File: src/hw/rtl/rcsg_pkg.sv
// rcsg_pkg: shared constants, codes and structs of the raycast column span generator
// no dependencies; imported by the channel interfaces and every rtl module
`default_nettype none

package rcsg_pkg;

	// screen and texture geometry
	localparam int SCREEN_ROWS = 480;
	localparam int TEX_WIDTH   = 64;
	localparam int TEX_HEIGHT  = 64;
	localparam int HALF_ROWS   = SCREEN_ROWS / 2;

	// fixed point one in q16.16
	localparam int FRAC_ONE = 65536;

	// dividends of the two setup divisions
	localparam int LH_NUM   = SCREEN_ROWS * FRAC_ONE;
	localparam int STEP_NUM = TEX_HEIGHT * FRAC_ONE;
	localparam int NUM_MAX  = (LH_NUM > STEP_NUM) ? LH_NUM : STEP_NUM;
	localparam int NUM_W    = $clog2(NUM_MAX + 1);
	localparam int DEN_W    = 31;
	localparam int DIV_CNT_W = $clog2(NUM_W + 1);

	// field widths
	localparam int DIST_W    = 31;
	localparam int POS_W     = 24;
	localparam int DIR_W     = 18;
	localparam int CELL_W    = 16;
	localparam int COL_W     = 11;
	localparam int ROW_W     = 10;
	localparam int TEX_W     = 6;
	localparam int COLOR_W   = 24;
	localparam int KIND_W    = 2;
	localparam int FACE_W    = 2;
	localparam int ACC_W     = 32;
	localparam int MUL_W     = 32;
	localparam int U_W       = 11;
	localparam int CFG_IDX_W = 1;

	// texture row mask applied to the integer part of the accumulator
	localparam logic [TEX_W-1:0] TH_MASK = TEX_W'(TEX_HEIGHT - 1);

	// item commands
	localparam logic CMD_SETUP = 1'b0;
	localparam logic CMD_ROW   = 1'b1;

	// pixel kinds
	localparam logic [KIND_W-1:0] KIND_CEIL  = 2'd0;
	localparam logic [KIND_W-1:0] KIND_WALL  = 2'd1;
	localparam logic [KIND_W-1:0] KIND_FLOOR = 2'd2;

	// wall faces
	localparam logic [FACE_W-1:0] FACE_WEST  = 2'd0;
	localparam logic [FACE_W-1:0] FACE_EAST  = 2'd1;
	localparam logic [FACE_W-1:0] FACE_NORTH = 2'd2;
	localparam logic [FACE_W-1:0] FACE_SOUTH = 2'd3;

	// configuration register indexes
	localparam logic [CFG_IDX_W-1:0] CFG_CEILING = 1'b0;
	localparam logic [CFG_IDX_W-1:0] CFG_FLOOR   = 1'b1;

	// ray hit fields of a setup item
	typedef struct packed {
		logic [COL_W-1:0]         column;
		logic                     hit_side;
		logic [DIST_W-1:0]        line_dist_x;
		logic [DIST_W-1:0]        line_dist_y;
		logic [DIST_W-1:0]        grid_step_x;
		logic [DIST_W-1:0]        grid_step_y;
		logic [POS_W-1:0]         pos_x;
		logic [POS_W-1:0]         pos_y;
		logic signed [DIR_W-1:0]  ray_dir_x;
		logic signed [DIR_W-1:0]  ray_dir_y;
		logic [CELL_W-1:0]        hit_cell_xy;
	} rcsg_setup_t;

	// finished column parameters
	typedef struct packed {
		logic [COL_W-1:0]  column;
		logic [FACE_W-1:0] face;
		logic [TEX_W-1:0]  tex_col;
		logic [ROW_W-1:0]  span_start;
		logic [ROW_W-1:0]  span_end;
		logic [ACC_W-1:0]  tex_accum;
		logic [ACC_W-1:0]  tex_step;
	} rcsg_col_t;

endpackage

`default_nettype wire

File: src/hw/rtl/rcsg_if.sv
// rcsg_in_if and rcsg_out_if: valid/ready channels for items and pixels
// depends on rcsg_pkg for field widths
`default_nettype none

interface rcsg_in_if;
	import rcsg_pkg::*;

	logic                     valid;
	logic                     ready;
	logic                     command;
	logic [COL_W-1:0]         column;
	logic                     hit_side;
	logic [DIST_W-1:0]        line_dist_x;
	logic [DIST_W-1:0]        line_dist_y;
	logic [DIST_W-1:0]        grid_step_x;
	logic [DIST_W-1:0]        grid_step_y;
	logic [POS_W-1:0]         pos_x;
	logic [POS_W-1:0]         pos_y;
	logic signed [DIR_W-1:0]  ray_dir_x;
	logic signed [DIR_W-1:0]  ray_dir_y;
	logic [CELL_W-1:0]        hit_cell_xy;

	modport source (
		output valid, command, column, hit_side, line_dist_x, line_dist_y,
		       grid_step_x, grid_step_y, pos_x, pos_y, ray_dir_x, ray_dir_y,
		       hit_cell_xy,
		input  ready
	);

	modport sink (
		input  valid, command, column, hit_side, line_dist_x, line_dist_y,
		       grid_step_x, grid_step_y, pos_x, pos_y, ray_dir_x, ray_dir_y,
		       hit_cell_xy,
		output ready
	);
endinterface

interface rcsg_out_if;
	import rcsg_pkg::*;

	logic               valid;
	logic               ready;
	logic [COL_W-1:0]   out_column;
	logic [ROW_W-1:0]   out_row;
	logic [KIND_W-1:0]  pixel_kind;
	logic [FACE_W-1:0]  wall_face;
	logic [TEX_W-1:0]   tex_u;
	logic [TEX_W-1:0]   tex_v;
	logic [COLOR_W-1:0] flat_color;
	logic               last;

	modport source (
		output valid, out_column, out_row, pixel_kind, wall_face, tex_u, tex_v,
		       flat_color, last,
		input  ready
	);

	modport sink (
		input  valid, out_column, out_row, pixel_kind, wall_face, tex_u, tex_v,
		       flat_color, last,
		output ready
	);
endinterface

`default_nettype wire

File: src/hw/rtl/rcsg_div.sv
// rcsg_div: bit-serial restoring divider, one quotient bit per cycle
// depends on rcsg_pkg for dividend and divisor widths
`default_nettype none

module rcsg_div (
	input  wire logic                        clk,
	input  wire logic                        arst_n,
	input  wire logic                        start,
	input  wire logic [rcsg_pkg::NUM_W-1:0]  num,
	input  wire logic [rcsg_pkg::DEN_W-1:0]  den,
	output logic                             done,
	output logic [rcsg_pkg::NUM_W-1:0]       quo
);
	import rcsg_pkg::*;

	logic                 run_q;
	logic                 done_q;
	logic [DIV_CNT_W-1:0] cnt_q;
	logic [NUM_W-1:0]     num_q;
	logic [DEN_W-1:0]     rem_q;
	logic [DEN_W-1:0]     den_q;
	logic [DEN_W:0]       trial;
	logic [DEN_W:0]       diff;
	logic                 ge;

	// trial subtract of the shifted remainder
	always_comb begin
		trial = {rem_q, num_q[NUM_W-1]};
		ge    = trial >= {1'b0, den_q};
		diff  = trial - {1'b0, den_q};
	end

	// iteration control
	always_ff @(posedge clk or negedge arst_n) begin
		if (!arst_n) begin
			run_q  <= 1'b0;
			done_q <= 1'b0;
			cnt_q  <= '0;
		end else begin
			done_q <= 1'b0;
			if (start) begin
				run_q <= 1'b1;
				cnt_q <= DIV_CNT_W'(NUM_W);
			end else if (run_q) begin
				cnt_q <= cnt_q - DIV_CNT_W'(1);
				if (cnt_q == DIV_CNT_W'(1)) begin
					run_q  <= 1'b0;
					done_q <= 1'b1;
				end
			end
		end
	end

	// remainder and quotient shift
	always_ff @(posedge clk) begin
		if (start) begin
			num_q <= num;
			den_q <= den;
			rem_q <= '0;
		end else if (run_q) begin
			rem_q <= ge ? diff[DEN_W-1:0] : trial[DEN_W-1:0];
			num_q <= {num_q[NUM_W-2:0], ge};
		end
	end

	assign done = done_q;
	assign quo  = num_q;

endmodule

`default_nettype wire

File: src/hw/rtl/rcsg_setup.sv
// rcsg_setup: column setup sequencer around one shared multiplier and the divider
// depends on rcsg_pkg and rcsg_div
`default_nettype none

module rcsg_setup (
	input  wire logic                  clk,
	input  wire logic                  arst_n,
	input  wire logic                  start,
	input  wire rcsg_pkg::rcsg_setup_t setup,
	output logic                       busy,
	output logic                       done,
	output rcsg_pkg::rcsg_col_t        col
);
	import rcsg_pkg::*;

	typedef enum logic [9:0] {
		S_IDLE     = 10'b00_0000_0001,
		S_MUL_DIR  = 10'b00_0000_0010,
		S_FRAC     = 10'b00_0000_0100,
		S_MUL_TW   = 10'b00_0000_1000,
		S_TEXCOL   = 10'b00_0001_0000,
		S_DIV_LH   = 10'b00_0010_0000,
		S_SPAN     = 10'b00_0100_0000,
		S_DIV_STEP = 10'b00_1000_0000,
		S_MUL_ACC  = 10'b01_0000_0000,
		S_COMMIT   = 10'b10_0000_0000
	} state_t;

	state_t state_q;

	logic [DIST_W-1:0]       perp_q;
	logic [15:0]             base_q;
	logic signed [DIR_W-1:0] dir_q;
	logic                    mirror_q;
	logic [FACE_W-1:0]       face_q;
	logic [COL_W-1:0]        column_q;
	logic [MUL_W-1:0]        frac_q;
	logic [TEX_W-1:0]        tex_col_q;
	logic [NUM_W-1:0]        lh_q;
	logic [NUM_W-1:0]        accb_q;
	logic [ROW_W-1:0]        span_start_q;
	logic [ROW_W-1:0]        span_end_q;
	logic [ACC_W-1:0]        step_q;
	logic [2*MUL_W-1:0]      prod_q;

	logic [DIST_W-1:0]       sd;
	logic [DIST_W-1:0]       dd;
	logic [DIST_W-1:0]       perp;
	logic [FACE_W-1:0]       face;
	logic                    mirror;
	logic [MUL_W-1:0]        mul_a;
	logic [MUL_W-1:0]        mul_b;
	logic [U_W-1:0]          u;
	logic [U_W-1:0]          u_col;
	logic [NUM_W-1:0]        half;
	logic                    half_ge;
	logic [NUM_W:0]          end_sum;
	logic                    div_start;
	logic [NUM_W-1:0]        div_num;
	logic [DEN_W-1:0]        div_den;
	logic                    div_done;
	logic [NUM_W-1:0]        div_quo;

	// perpendicular distance, face and mirror from the ray hit
	always_comb begin
		sd = setup.hit_side ? setup.line_dist_y : setup.line_dist_x;
		dd = setup.hit_side ? setup.grid_step_y : setup.grid_step_x;
		perp = (sd >= dd) ? (sd - dd) : '0;
		if (setup.hit_side) begin
			mirror = setup.ray_dir_y[DIR_W-1];
			face = ({setup.hit_cell_xy[7:0], 16'h0000} < setup.pos_y) ? FACE_NORTH
			                                                         : FACE_SOUTH;
		end else begin
			mirror = !setup.ray_dir_x[DIR_W-1] && (setup.ray_dir_x != '0);
			face = ({setup.hit_cell_xy[15:8], 16'h0000} < setup.pos_x) ? FACE_WEST
			                                                          : FACE_EAST;
		end
	end

	// shared multiplier operand select
	always_comb begin
		mul_a = {1'b0, perp_q};
		mul_b = {{(MUL_W-DIR_W){dir_q[DIR_W-1]}}, dir_q};
		case (state_q)
			S_MUL_TW: begin
				mul_a = frac_q;
				mul_b = MUL_W'(TEX_WIDTH);
			end
			S_MUL_ACC: begin
				mul_a = MUL_W'(accb_q);
				mul_b = step_q;
			end
			default: ;
		endcase
	end

	// texture column from the upper product bits
	always_comb begin
		u     = prod_q[MUL_W +: U_W];
		u_col = mirror_q ? u : (U_W'(TEX_WIDTH - 1) - u);
	end

	// span limits from the line height
	always_comb begin
		half    = lh_q >> 1;
		half_ge = half >= NUM_W'(HALF_ROWS);
		end_sum = {1'b0, half} + (NUM_W+1)'(HALF_ROWS);
	end

	// divider requests: line height, then texture step
	always_comb begin
		div_start = 1'b0;
		div_num   = NUM_W'(LH_NUM);
		div_den   = perp_q;
		if (state_q == S_TEXCOL) begin
			div_start = perp_q != '0;
		end else if (state_q == S_SPAN) begin
			div_start = lh_q != '0;
			div_num   = NUM_W'(STEP_NUM);
			div_den   = DEN_W'(lh_q);
		end
	end

	rcsg_div u_div (
		.clk    (clk),
		.arst_n (arst_n),
		.start  (div_start),
		.num    (div_num),
		.den    (div_den),
		.done   (div_done),
		.quo    (div_quo)
	);

	// sequencer
	always_ff @(posedge clk or negedge arst_n) begin
		if (!arst_n) begin
			state_q <= S_IDLE;
		end else begin
			unique case (state_q)
				S_IDLE:     if (start) state_q <= S_MUL_DIR;
				S_MUL_DIR:  state_q <= S_FRAC;
				S_FRAC:     state_q <= S_MUL_TW;
				S_MUL_TW:   state_q <= S_TEXCOL;
				S_TEXCOL:   state_q <= S_DIV_LH;
				S_DIV_LH:   if (perp_q == '0 || div_done) state_q <= S_SPAN;
				S_SPAN:     state_q <= S_DIV_STEP;
				S_DIV_STEP: if (lh_q == '0 || div_done) state_q <= S_MUL_ACC;
				S_MUL_ACC:  state_q <= S_COMMIT;
				S_COMMIT:   state_q <= S_IDLE;
				default:    state_q <= S_IDLE;
			endcase
		end
	end

	// working registers
	always_ff @(posedge clk) begin
		prod_q <= mul_a * mul_b;
		unique case (state_q)
			S_IDLE: begin
				if (start) begin
					perp_q   <= perp;
					base_q   <= setup.hit_side ? setup.pos_x[15:0] : setup.pos_y[15:0];
					dir_q    <= setup.hit_side ? setup.ray_dir_x : setup.ray_dir_y;
					mirror_q <= mirror;
					face_q   <= face;
					column_q <= setup.column;
				end
			end
			S_FRAC:   frac_q <= {base_q, 16'h0000} + prod_q[MUL_W-1:0];
			S_TEXCOL: tex_col_q <= u_col[TEX_W-1:0];
			S_DIV_LH: lh_q <= (perp_q == '0) ? NUM_W'(LH_NUM) : div_quo;
			S_SPAN: begin
				span_start_q <= half_ge ? '0 : ROW_W'(NUM_W'(HALF_ROWS) - half);
				span_end_q   <= (end_sum >= (NUM_W+1)'(SCREEN_ROWS))
				                ? ROW_W'(SCREEN_ROWS - 1) : end_sum[ROW_W-1:0];
				accb_q       <= half_ge ? (half - NUM_W'(HALF_ROWS)) : '0;
			end
			S_DIV_STEP: step_q <= (lh_q == '0) ? '1 : ACC_W'(div_quo);
			default: ;
		endcase
	end

	// column result, taken by the row stage on done
	always_comb begin
		col.column     = column_q;
		col.face       = face_q;
		col.tex_col    = tex_col_q;
		col.span_start = span_start_q;
		col.span_end   = span_end_q;
		col.tex_accum  = prod_q[ACC_W-1:0];
		col.tex_step   = step_q;
	end

	assign busy = state_q != S_IDLE;
	assign done = state_q == S_COMMIT;

endmodule

`default_nettype wire

File: src/hw/rtl/raycast_column_span_generator_core.sv
// raycast_column_span_generator_core: top level, row pixel stage and configuration
// depends on rcsg_pkg, rcsg_if and rcsg_setup
`default_nettype none

// A setup item (command 0) loads one ray's grid hit and produces no pixel; the
// block then computes the wall distance, texture column, line height, clamped
// span, texture step and face with one shared 32x32 multiplier and a bit-serial
// divider, and is not ready while that setup sequence runs; a zero wall
// distance or a zero line height skips one division. Row items (command 1) then
// emit one pixel each, top to bottom, one per cycle while the output is not
// stalled, with last on the bottom screen row; a row item with no loaded column
// is dropped. Pixels leave through one output register. Colors are written on
// the cfg port.
module raycast_column_span_generator_core (
	input  wire logic                           clk,
	input  wire logic                           arst_n,
	input  wire logic                           cfg_wr_en,
	input  wire logic [rcsg_pkg::CFG_IDX_W-1:0] cfg_index,
	input  wire logic [rcsg_pkg::COLOR_W-1:0]   cfg_data,
	rcsg_in_if.sink                             item,
	rcsg_out_if.source                          pixel
);
	import rcsg_pkg::*;

	logic [COLOR_W-1:0] ceiling_q;
	logic [COLOR_W-1:0] floor_q;

	logic               loaded_q;
	logic [ROW_W-1:0]   row_q;
	logic [COL_W-1:0]   column_q;
	logic [FACE_W-1:0]  face_q;
	logic [TEX_W-1:0]   tex_col_q;
	logic [ROW_W-1:0]   span_start_q;
	logic [ROW_W-1:0]   span_end_q;
	logic [ACC_W-1:0]   accum_q;
	logic [ACC_W-1:0]   step_q;

	logic               out_valid_q;
	logic [COL_W-1:0]   out_column_q;
	logic [ROW_W-1:0]   out_row_q;
	logic [KIND_W-1:0]  kind_q;
	logic [FACE_W-1:0]  out_face_q;
	logic [TEX_W-1:0]   tex_u_q;
	logic [TEX_W-1:0]   tex_v_q;
	logic [COLOR_W-1:0] color_q;
	logic               last_q;

	rcsg_setup_t        setup;
	rcsg_col_t          col;
	logic               setup_busy;
	logic               setup_done;
	logic               fire;
	logic               setup_start;
	logic               row_fire;
	logic               out_free;
	logic [KIND_W-1:0]  kind;
	logic               last;

	// setup fields of the incoming item
	always_comb begin
		setup.column       = item.column;
		setup.hit_side     = item.hit_side;
		setup.line_dist_x  = item.line_dist_x;
		setup.line_dist_y  = item.line_dist_y;
		setup.grid_step_x  = item.grid_step_x;
		setup.grid_step_y  = item.grid_step_y;
		setup.pos_x        = item.pos_x;
		setup.pos_y        = item.pos_y;
		setup.ray_dir_x    = item.ray_dir_x;
		setup.ray_dir_y    = item.ray_dir_y;
		setup.hit_cell_xy  = item.hit_cell_xy;
	end

	// input transfer and command split
	always_comb begin
		out_free    = !out_valid_q || pixel.ready;
		item.ready  = !setup_busy && out_free;
		fire        = item.valid && item.ready;
		setup_start = fire && (item.command == CMD_SETUP);
		row_fire    = fire && (item.command == CMD_ROW) && loaded_q;
	end

	rcsg_setup u_setup (
		.clk    (clk),
		.arst_n (arst_n),
		.start  (setup_start),
		.setup  (setup),
		.busy   (setup_busy),
		.done   (setup_done),
		.col    (col)
	);

	// pixel classification of the current row
	always_comb begin
		if (row_q < span_start_q) begin
			kind = KIND_CEIL;
		end else if (row_q <= span_end_q) begin
			kind = KIND_WALL;
		end else begin
			kind = KIND_FLOOR;
		end
		last = ({1'b0, row_q} + (ROW_W+1)'(1)) >= (ROW_W+1)'(SCREEN_ROWS);
	end

	// color registers
	always_ff @(posedge clk or negedge arst_n) begin
		if (!arst_n) begin
			ceiling_q <= '0;
			floor_q   <= '0;
		end else if (cfg_wr_en) begin
			unique case (cfg_index)
				CFG_CEILING: ceiling_q <= cfg_data;
				CFG_FLOOR:   floor_q   <= cfg_data;
				default: ;
			endcase
		end
	end

	// column state: loaded by setup, advanced by each row
	always_ff @(posedge clk or negedge arst_n) begin
		if (!arst_n) begin
			loaded_q     <= 1'b0;
			row_q        <= '0;
			column_q     <= '0;
			face_q       <= FACE_WEST;
			tex_col_q    <= '0;
			span_start_q <= '0;
			span_end_q   <= '0;
			accum_q      <= '0;
			step_q       <= '0;
		end else if (setup_done) begin
			loaded_q     <= 1'b1;
			row_q        <= '0;
			column_q     <= col.column;
			face_q       <= col.face;
			tex_col_q    <= col.tex_col;
			span_start_q <= col.span_start;
			span_end_q   <= col.span_end;
			accum_q      <= col.tex_accum;
			step_q       <= col.tex_step;
		end else if (row_fire) begin
			row_q <= row_q + ROW_W'(1);
			if (kind == KIND_WALL) begin
				accum_q <= accum_q + step_q;
			end
			if (last) begin
				loaded_q <= 1'b0;
			end
		end
	end

	// output register valid
	always_ff @(posedge clk or negedge arst_n) begin
		if (!arst_n) begin
			out_valid_q <= 1'b0;
		end else if (row_fire) begin
			out_valid_q <= 1'b1;
		end else if (pixel.ready) begin
			out_valid_q <= 1'b0;
		end
	end

	// output register payload
	always_ff @(posedge clk) begin
		if (row_fire) begin
			out_column_q <= column_q;
			out_row_q    <= row_q;
			kind_q       <= kind;
			out_face_q   <= face_q;
			last_q       <= last;
			case (kind)
				KIND_CEIL: begin
					tex_u_q <= '0;
					tex_v_q <= '0;
					color_q <= ceiling_q;
				end
				KIND_WALL: begin
					tex_u_q <= tex_col_q;
					tex_v_q <= accum_q[16 +: TEX_W] & TH_MASK;
					color_q <= '0;
				end
				default: begin
					tex_u_q <= '0;
					tex_v_q <= '0;
					color_q <= floor_q;
				end
			endcase
		end
	end

	// pixel transfer
	always_comb begin
		pixel.valid      = out_valid_q;
		pixel.out_column = out_column_q;
		pixel.out_row    = out_row_q;
		pixel.pixel_kind = kind_q;
		pixel.wall_face  = out_face_q;
		pixel.tex_u      = tex_u_q;
		pixel.tex_v      = tex_v_q;
		pixel.flat_color = color_q;
		pixel.last       = last_q;
	end

endmodule

`default_nettype wire

File: src/flat_wrapper.sv
// flat-port wrapper written by rule: the top's interface ports become plain ports
module raycast_column_span_generator_core_flat import rcsg_pkg::*;
  (clk, arst_n, cfg_wr_en, cfg_index, cfg_data, item_valid, item_command, item_column, item_hit_side, item_line_dist_x, item_line_dist_y, item_grid_step_x, item_grid_step_y, item_pos_x, item_pos_y, item_ray_dir_x, item_ray_dir_y, item_hit_cell_xy, item_ready, pixel_valid, pixel_out_column, pixel_out_row, pixel_pixel_kind, pixel_wall_face, pixel_tex_u, pixel_tex_v, pixel_flat_color, pixel_last, pixel_ready);
  rcsg_in_if item_i ();
  rcsg_out_if pixel_i ();
  input  wire logic clk;
  input  wire logic arst_n;
  input  wire logic cfg_wr_en;
  input  wire logic [rcsg_pkg::CFG_IDX_W-1:0] cfg_index;
  input  wire logic [rcsg_pkg::COLOR_W-1:0] cfg_data;
  input wire logic [$bits(item_i.valid)-1:0] item_valid;
  input wire logic [$bits(item_i.command)-1:0] item_command;
  input wire logic [$bits(item_i.column)-1:0] item_column;
  input wire logic [$bits(item_i.hit_side)-1:0] item_hit_side;
  input wire logic [$bits(item_i.line_dist_x)-1:0] item_line_dist_x;
  input wire logic [$bits(item_i.line_dist_y)-1:0] item_line_dist_y;
  input wire logic [$bits(item_i.grid_step_x)-1:0] item_grid_step_x;
  input wire logic [$bits(item_i.grid_step_y)-1:0] item_grid_step_y;
  input wire logic [$bits(item_i.pos_x)-1:0] item_pos_x;
  input wire logic [$bits(item_i.pos_y)-1:0] item_pos_y;
  input wire logic [$bits(item_i.ray_dir_x)-1:0] item_ray_dir_x;
  input wire logic [$bits(item_i.ray_dir_y)-1:0] item_ray_dir_y;
  input wire logic [$bits(item_i.hit_cell_xy)-1:0] item_hit_cell_xy;
  output wire logic [$bits(item_i.ready)-1:0] item_ready;
  output wire logic [$bits(pixel_i.valid)-1:0] pixel_valid;
  output wire logic [$bits(pixel_i.out_column)-1:0] pixel_out_column;
  output wire logic [$bits(pixel_i.out_row)-1:0] pixel_out_row;
  output wire logic [$bits(pixel_i.pixel_kind)-1:0] pixel_pixel_kind;
  output wire logic [$bits(pixel_i.wall_face)-1:0] pixel_wall_face;
  output wire logic [$bits(pixel_i.tex_u)-1:0] pixel_tex_u;
  output wire logic [$bits(pixel_i.tex_v)-1:0] pixel_tex_v;
  output wire logic [$bits(pixel_i.flat_color)-1:0] pixel_flat_color;
  output wire logic [$bits(pixel_i.last)-1:0] pixel_last;
  input wire logic [$bits(pixel_i.ready)-1:0] pixel_ready;
  assign item_i.valid = item_valid;
  assign item_i.command = item_command;
  assign item_i.column = item_column;
  assign item_i.hit_side = item_hit_side;
  assign item_i.line_dist_x = item_line_dist_x;
  assign item_i.line_dist_y = item_line_dist_y;
  assign item_i.grid_step_x = item_grid_step_x;
  assign item_i.grid_step_y = item_grid_step_y;
  assign item_i.pos_x = item_pos_x;
  assign item_i.pos_y = item_pos_y;
  assign item_i.ray_dir_x = item_ray_dir_x;
  assign item_i.ray_dir_y = item_ray_dir_y;
  assign item_i.hit_cell_xy = item_hit_cell_xy;
  assign item_ready = item_i.ready;
  assign pixel_valid = pixel_i.valid;
  assign pixel_out_column = pixel_i.out_column;
  assign pixel_out_row = pixel_i.out_row;
  assign pixel_pixel_kind = pixel_i.pixel_kind;
  assign pixel_wall_face = pixel_i.wall_face;
  assign pixel_tex_u = pixel_i.tex_u;
  assign pixel_tex_v = pixel_i.tex_v;
  assign pixel_flat_color = pixel_i.flat_color;
  assign pixel_last = pixel_i.last;
  assign pixel_i.ready = pixel_ready;
  raycast_column_span_generator_core u_core (.clk(clk), .arst_n(arst_n), .cfg_wr_en(cfg_wr_en), .cfg_index(cfg_index), .cfg_data(cfg_data), .item(item_i), .pixel(pixel_i));
endmodule
File: config.mk
export PLATFORM = sky130hd
export DESIGN_NAME = raycast_column_span_generator_core_flat
export DESIGN_NICKNAME = d
export VERILOG_FILES = /design/src/hw/rtl/rcsg_pkg.sv /design/src/hw/rtl/rcsg_if.sv /design/src/hw/rtl/rcsg_div.sv /design/src/hw/rtl/rcsg_setup.sv /design/src/hw/rtl/raycast_column_span_generator_core.sv /design/src/flat_wrapper.sv
export SDC_FILE = /design/constraint.sdc
export NUM_CORES = 2
export LEC_CHECK = 0
export BUFFER_PORTS_ARGS = -buffer_cell sky130_fd_sc_hd__buf_2
export CAP_MARGIN = 0
export CELL_PAD_IN_SITES_DETAIL_PLACEMENT = 2
export CELL_PAD_IN_SITES_GLOBAL_PLACEMENT = 2
export CORE_MARGIN = 2
export CORE_UTILIZATION = 36
export CTS_CLUSTER_DIAMETER = 30
export DETAILED_ROUTE_END_ITERATION = 8
export PLACE_DENSITY_LB_ADDON = 0.12
export SYNTH_ARGS = -nofsm -noshare
export SYNTH_HDL_FRONTEND = slang
export SYNTH_SLANG_ARGS = --single-unit
File: constraint.sdc
create_clock -name clk -period 9.9 [get_ports clk]
set_clock_uncertainty 0.1 [all_clocks]
set_input_delay 0.495 -clock clk [delete_from_list [all_inputs] [get_ports clk]]
set_output_delay 0.495 -clock clk [all_outputs]
set_load 0.01 [all_outputs]
==> results.md <==
* Final design instance area without fill at 60700 µm²
* Count of vias placed by the detailed router at 40.6k
* Die area at 141000 µm²
* Total grt overflow at 0
* Max Clk Rate at 104 MHz
* Initial DRC Count at 2797
* Endpoint of the worst register-to-register path: u_core.u_setup.prod_q[36]$_DFF_P_
* Io pins at 331
* Largest net degree at the start of global routing at 91
* Area Overhead vs Synth at 22.6%
* Pre-antenna DRT Iters at 5
* Fraction of synthesized cell area in xor and xnor cells at 3.27%
* Worst EP required at 10.43 ns
* Setup violations, final at 0
* Most used cell along the critical path: sky130_fd_sc_hd__fa_1
* Number of register bits inferred by synthesis at 560
* Sort of element at the end of the critical path: register
* Number of synthesized flops with an enable pin at 331
* Number of design rule violations left after detail routing at 0
* Worst skew pair latency at 0.75 ns
* Die span in x at 375 µm
* Global placement routability congestion at 0.909
* Class of the tightest hold or removal check: input pin to register
* CTS tree: done
* Worst setup slack for register-to-register paths at 0.26 ns
* Status: complete, no violations
* Via count of the first global-routing pass at 45.5k
* Worst R2R Start: u_core.u_setup.state_q[0]$_DFFE_PN1P_
* Number of nets in the layout at 6809
* Clock-pin transition on the worst setup and hold timing paths at 0.04 ns
* Hold worst-path end: u_core.u_setup.base_q[14]$_DFFE_PP_
* Initial core utilization at 36.1%
* Classification of the worst setup path: register to register
* Clk buf depth at 3
* Share of the core filled with cells at 44.3%
* Max-slew violations at 0
* Sequential area share after synthesis at 31.0%
* Total standard cell area after synthesis at 49500 µm²
* Cell variety after synth at 93
* Startpoint type of the worst setup path: register
* Initial antenna violation count at 11
* Antenna-violating nets left at 0
* Main flop type after synthesis: sky130_fd_sc_hd__edfxtp_1
* Worst hold path depth at 2
* Fraction of registers with async set/reset at 28.6%
* Average routed wire per standard cell at 26.5 µm
* Final worst hold slack at 0.0401 ns
* Reg2Reg Depth at 31
* Number of sinks driven by the clock tree at 560
* Final min period at 9.64 ns
* Number of hold-slack violations in the final timing report at 0
* Routed WL at 202000 µm
* Wire length on met3 at 12500 µm
* Slew at the pin with the worst max-slew slack at 1.14 ns
* Simple logic cell fraction of the synthesized area at 15.1%
* Data arrival time of the worst path at 10.17 ns
* Area of the core region at 137000 µm²
* Max-cap check violation count at 0
* Global-route wire length before repair at 301000 µm
* Post-synthesis average cell area at 9.66 µm²
* Period utilisation layout at 97.4%
* Maximum cell stage delay along the critical path at 0.68 ns
* Worst Hold Launch: item_pos_y[14]
* Via-to-Cell Ratio at 5.33
* Number of instances in the synthesized netlist at 5127
* Multiplexer area fraction after synthesis at 3.82%
* GR Util All Layers at 28.9%
* HPWL after detailed placement at 156000 µm
* Cts bufs inserted at 148
* Largest fanout of any net on the critical path at 12
* Largest family of logic cells by synthesized area: adder cells
* Crit path max-delay cell type: sky130_fd_sc_hd__fa_1
* Wire length on met1 at 89900 µm
* Top layer used by detailed routing: met5
* Cell Area, Placed at 54200 µm²
* Vert. Die Dim at 375 µm
* Syn. warnings at 0
* Fraction of layout cells with a size suffix above 1 at 16.8%
* Fraction of the mapped netlist area in compound gates at 9.27%
* Wire length on met2 at 93900 µm
* H-tree depth at 4
* Buffers on Ports at 330
* Core Rows at 136
* CTS Root Buffer Type: sky130_fd_sc_hd__clkbuf_16
* Sum of negative setup slack at 0 ns
* Slew headroom at 23.7%
* Fraction of the mapped netlist area in adder cells at 30.2%
* Fill cell count at 14.5k
* Unrepaired setup endpoints after global routing: yes
## flip-flops by register name (all words and copies together) (netlist names), 25 cells and up
register and cells:
u_core.u_setup.prod_q 38, u_core.u_setup.frac_q 32, u_core.u_setup.perp_q 31, u_core.u_setup.u_div.den_q 31, u_core.u_setup.u_div.rem_q 31, u_core.u_setup.step_q 26
u_core.u_setup.accb_q 25, u_core.u_setup.lh_q 25, u_core.u_setup.u_div.quo 25
## synthesized netlist by cell type (11+ instances only)
cell type	n	area (µm²)
sky130_fd_sc_hd__inv_1	743	2790
sky130_fd_sc_hd__nand2_1	634	2380
sky130_fd_sc_hd__nor2_1	601	2260
sky130_fd_sc_hd__fa_1	574	11500
sky130_fd_sc_hd__edfxtp_1	331	9940
sky130_fd_sc_hd__ha_1	276	3450
sky130_fd_sc_hd__clkbuf_1	186	698
sky130_fd_sc_hd__o21ai_0	179	896
sky130_fd_sc_hd__a21oi_1	161	806
sky130_fd_sc_hd__dfrtp_1	159	3980
sky130_fd_sc_hd__xnor2_1	137	1200
sky130_fd_sc_hd__mux2_2	113	1270
sky130_fd_sc_hd__a21o_1	92	691
sky130_fd_sc_hd__nand2b_1	84	526
sky130_fd_sc_hd__dfxtp_1	69	1380
sky130_fd_sc_hd__mux2i_1	62	621
sky130_fd_sc_hd__nor3_1	59	295
sky130_fd_sc_hd__and3_1	57	357
sky130_fd_sc_hd__nor2b_1	51	319
sky130_fd_sc_hd__xor2_1	43	377
sky130_fd_sc_hd__nand3_1	42	210
sky130_fd_sc_hd__o22ai_1	39	244
sky130_fd_sc_hd__a31oi_1	30	188
sky130_fd_sc_hd__nor4_1	30	188
sky130_fd_sc_hd__nand4_1	28	175
sky130_fd_sc_hd__o21a_1	27	203
sky130_fd_sc_hd__or3_1	25	156
sky130_fd_sc_hd__and2_1	20	125
sky130_fd_sc_hd__buf_2	19	95.1
sky130_fd_sc_hd__or2_2	19	119
sky130_fd_sc_hd__a211oi_1	18	135
sky130_fd_sc_hd__a21boi_0	16	120
sky130_fd_sc_hd__a22oi_1	13	97.6
sky130_fd_sc_hd__buf_1	13	48.8
sky130_fd_sc_hd__a22o_1	12	105
sky130_fd_sc_hd__o21bai_1	11	82.6
## metrics by stage
| stage | std cells | worst slack [ns] |
|---|---|---|
| detailed placement | 7223 | 0.00246 |
| floorplan | 5133 | 0.340 |
| finish | 7614 | 0.258 |
| global placement | 7223 | 0.168 |
| global route | 7613 | -0.0746 |
| CTS | 7600 | 0.0300 |
## critical path, delay by kind of cell (launching register included)
kind | cells | cell delay [ns]
buffers and inverters | 10 | 1.52
flip-flops | 1 | 0.37
adder cells (fa/ha/maj) | 9 | 4.68
XOR/XNOR | 1 | 0.14
AO/OA/AOI/OAI | 2 | 0.62
AND/OR/NAND/NOR | 9 | 2.05
## how the worst max path moves through the flow
stage / start / end / slack (ns) / cells after the start
5_1_grt: u_core.u_setup.state_q[0]$_DFFE_PN1P_ / u_core.u_setup.prod_q[37]$_DFF_P_ / -0.07 / 34
2_1_floorplan: u_core.u_setup.state_q[8]$_DFFE_PN0P_ / u_core.u_setup.prod_q[37]$_DFF_P_ / 0.34 / 34
3_5_place_dp: u_core.u_setup.state_q[9]$_DFFE_PN0P_ / u_core.u_setup.prod_q[37]$_DFF_P_ / 0.002 / 32
3_3_place_gp: u_core.u_setup.state_q[9]$_DFFE_PN0P_ / u_core.u_setup.prod_q[37]$_DFF_P_ / 0.17 / 32
4_1_cts: u_core.u_setup.state_q[9]$_DFFE_PN0P_ / u_core.u_setup.prod_q[36]$_DFF_P_ / 0.03 / 31
6_report: u_core.u_setup.state_q[0]$_DFFE_PN1P_ / u_core.u_setup.prod_q[36]$_DFF_P_ / 0.26 / 31
## layout make-up
| class | count | area, µm² | share of cell area, % |
|---|---|---|---|
| well taps | 1794 | 2240 | 3.70 |
| clock inverters | 81 | 1150 | 1.90 |
| diodes | 2 | 5.00 | 0.00824 |
| multi-input cells | 3608 | 30800 | 50.7 |
| inverters | 746 | 2800 | 4.61 |
| repair buffers | 628 | 4330 | 7.13 |
| clock buffers | 195 | 4050 | 6.67 |
| flip-flops and latches | 560 | 15300 | 25.2 |
## what timing repair did
item                       CTS  global route
pin swaps                    0             7
hold endpoints to repair   129             0
setup buffers                0            11
cloned                       0             1
setup endpoints to repair    1             6
hold buffers               101             0
gates resized for setup      3            35
## placed cells by master, fill, tap and decap left out, types with 137 or more instances in the layout
master	netlist	layout
sky130_fd_sc_hd__a21oi_1	161	158
sky130_fd_sc_hd__buf_2	19	328
sky130_fd_sc_hd__buf_4	0	177
sky130_fd_sc_hd__clkbuf_16	0	149
sky130_fd_sc_hd__dfrtp_1	159	157
sky130_fd_sc_hd__edfxtp_1	331	331
sky130_fd_sc_hd__fa_1	574	574
sky130_fd_sc_hd__ha_1	276	276
sky130_fd_sc_hd__inv_1	743	743
sky130_fd_sc_hd__nand2_1	634	633
sky130_fd_sc_hd__nor2_1	601	600
sky130_fd_sc_hd__o21ai_0	179	175
sky130_fd_sc_hd__xnor2_1	137	137
## routing by layer
metal | vias up | global-route usage (%)
li1 | 17900 | -
met1 | 21300 | 39.4
met2 | 1157 | 47.0
met3 | 259 | 5.43
met4 | 4 | 8.25
met5 | - | 0
## logic make-up (layout without fill, tap and decap cells)
group	Yosys count	count (layout)
AO/OA/AOI/OAI	706	706
XOR/XNOR	182	182
adder cells (fa/ha/maj)	850	850
buffers and inverters	965	1650
flip-flops	560	560
multiplexers	175	175
other	2	10
AND/OR/NAND/NOR	1687	1687
Power is left out: the tool's default activity adds up to more than one toggle a clock period on the data nets, which glitch-free logic cannot reach.
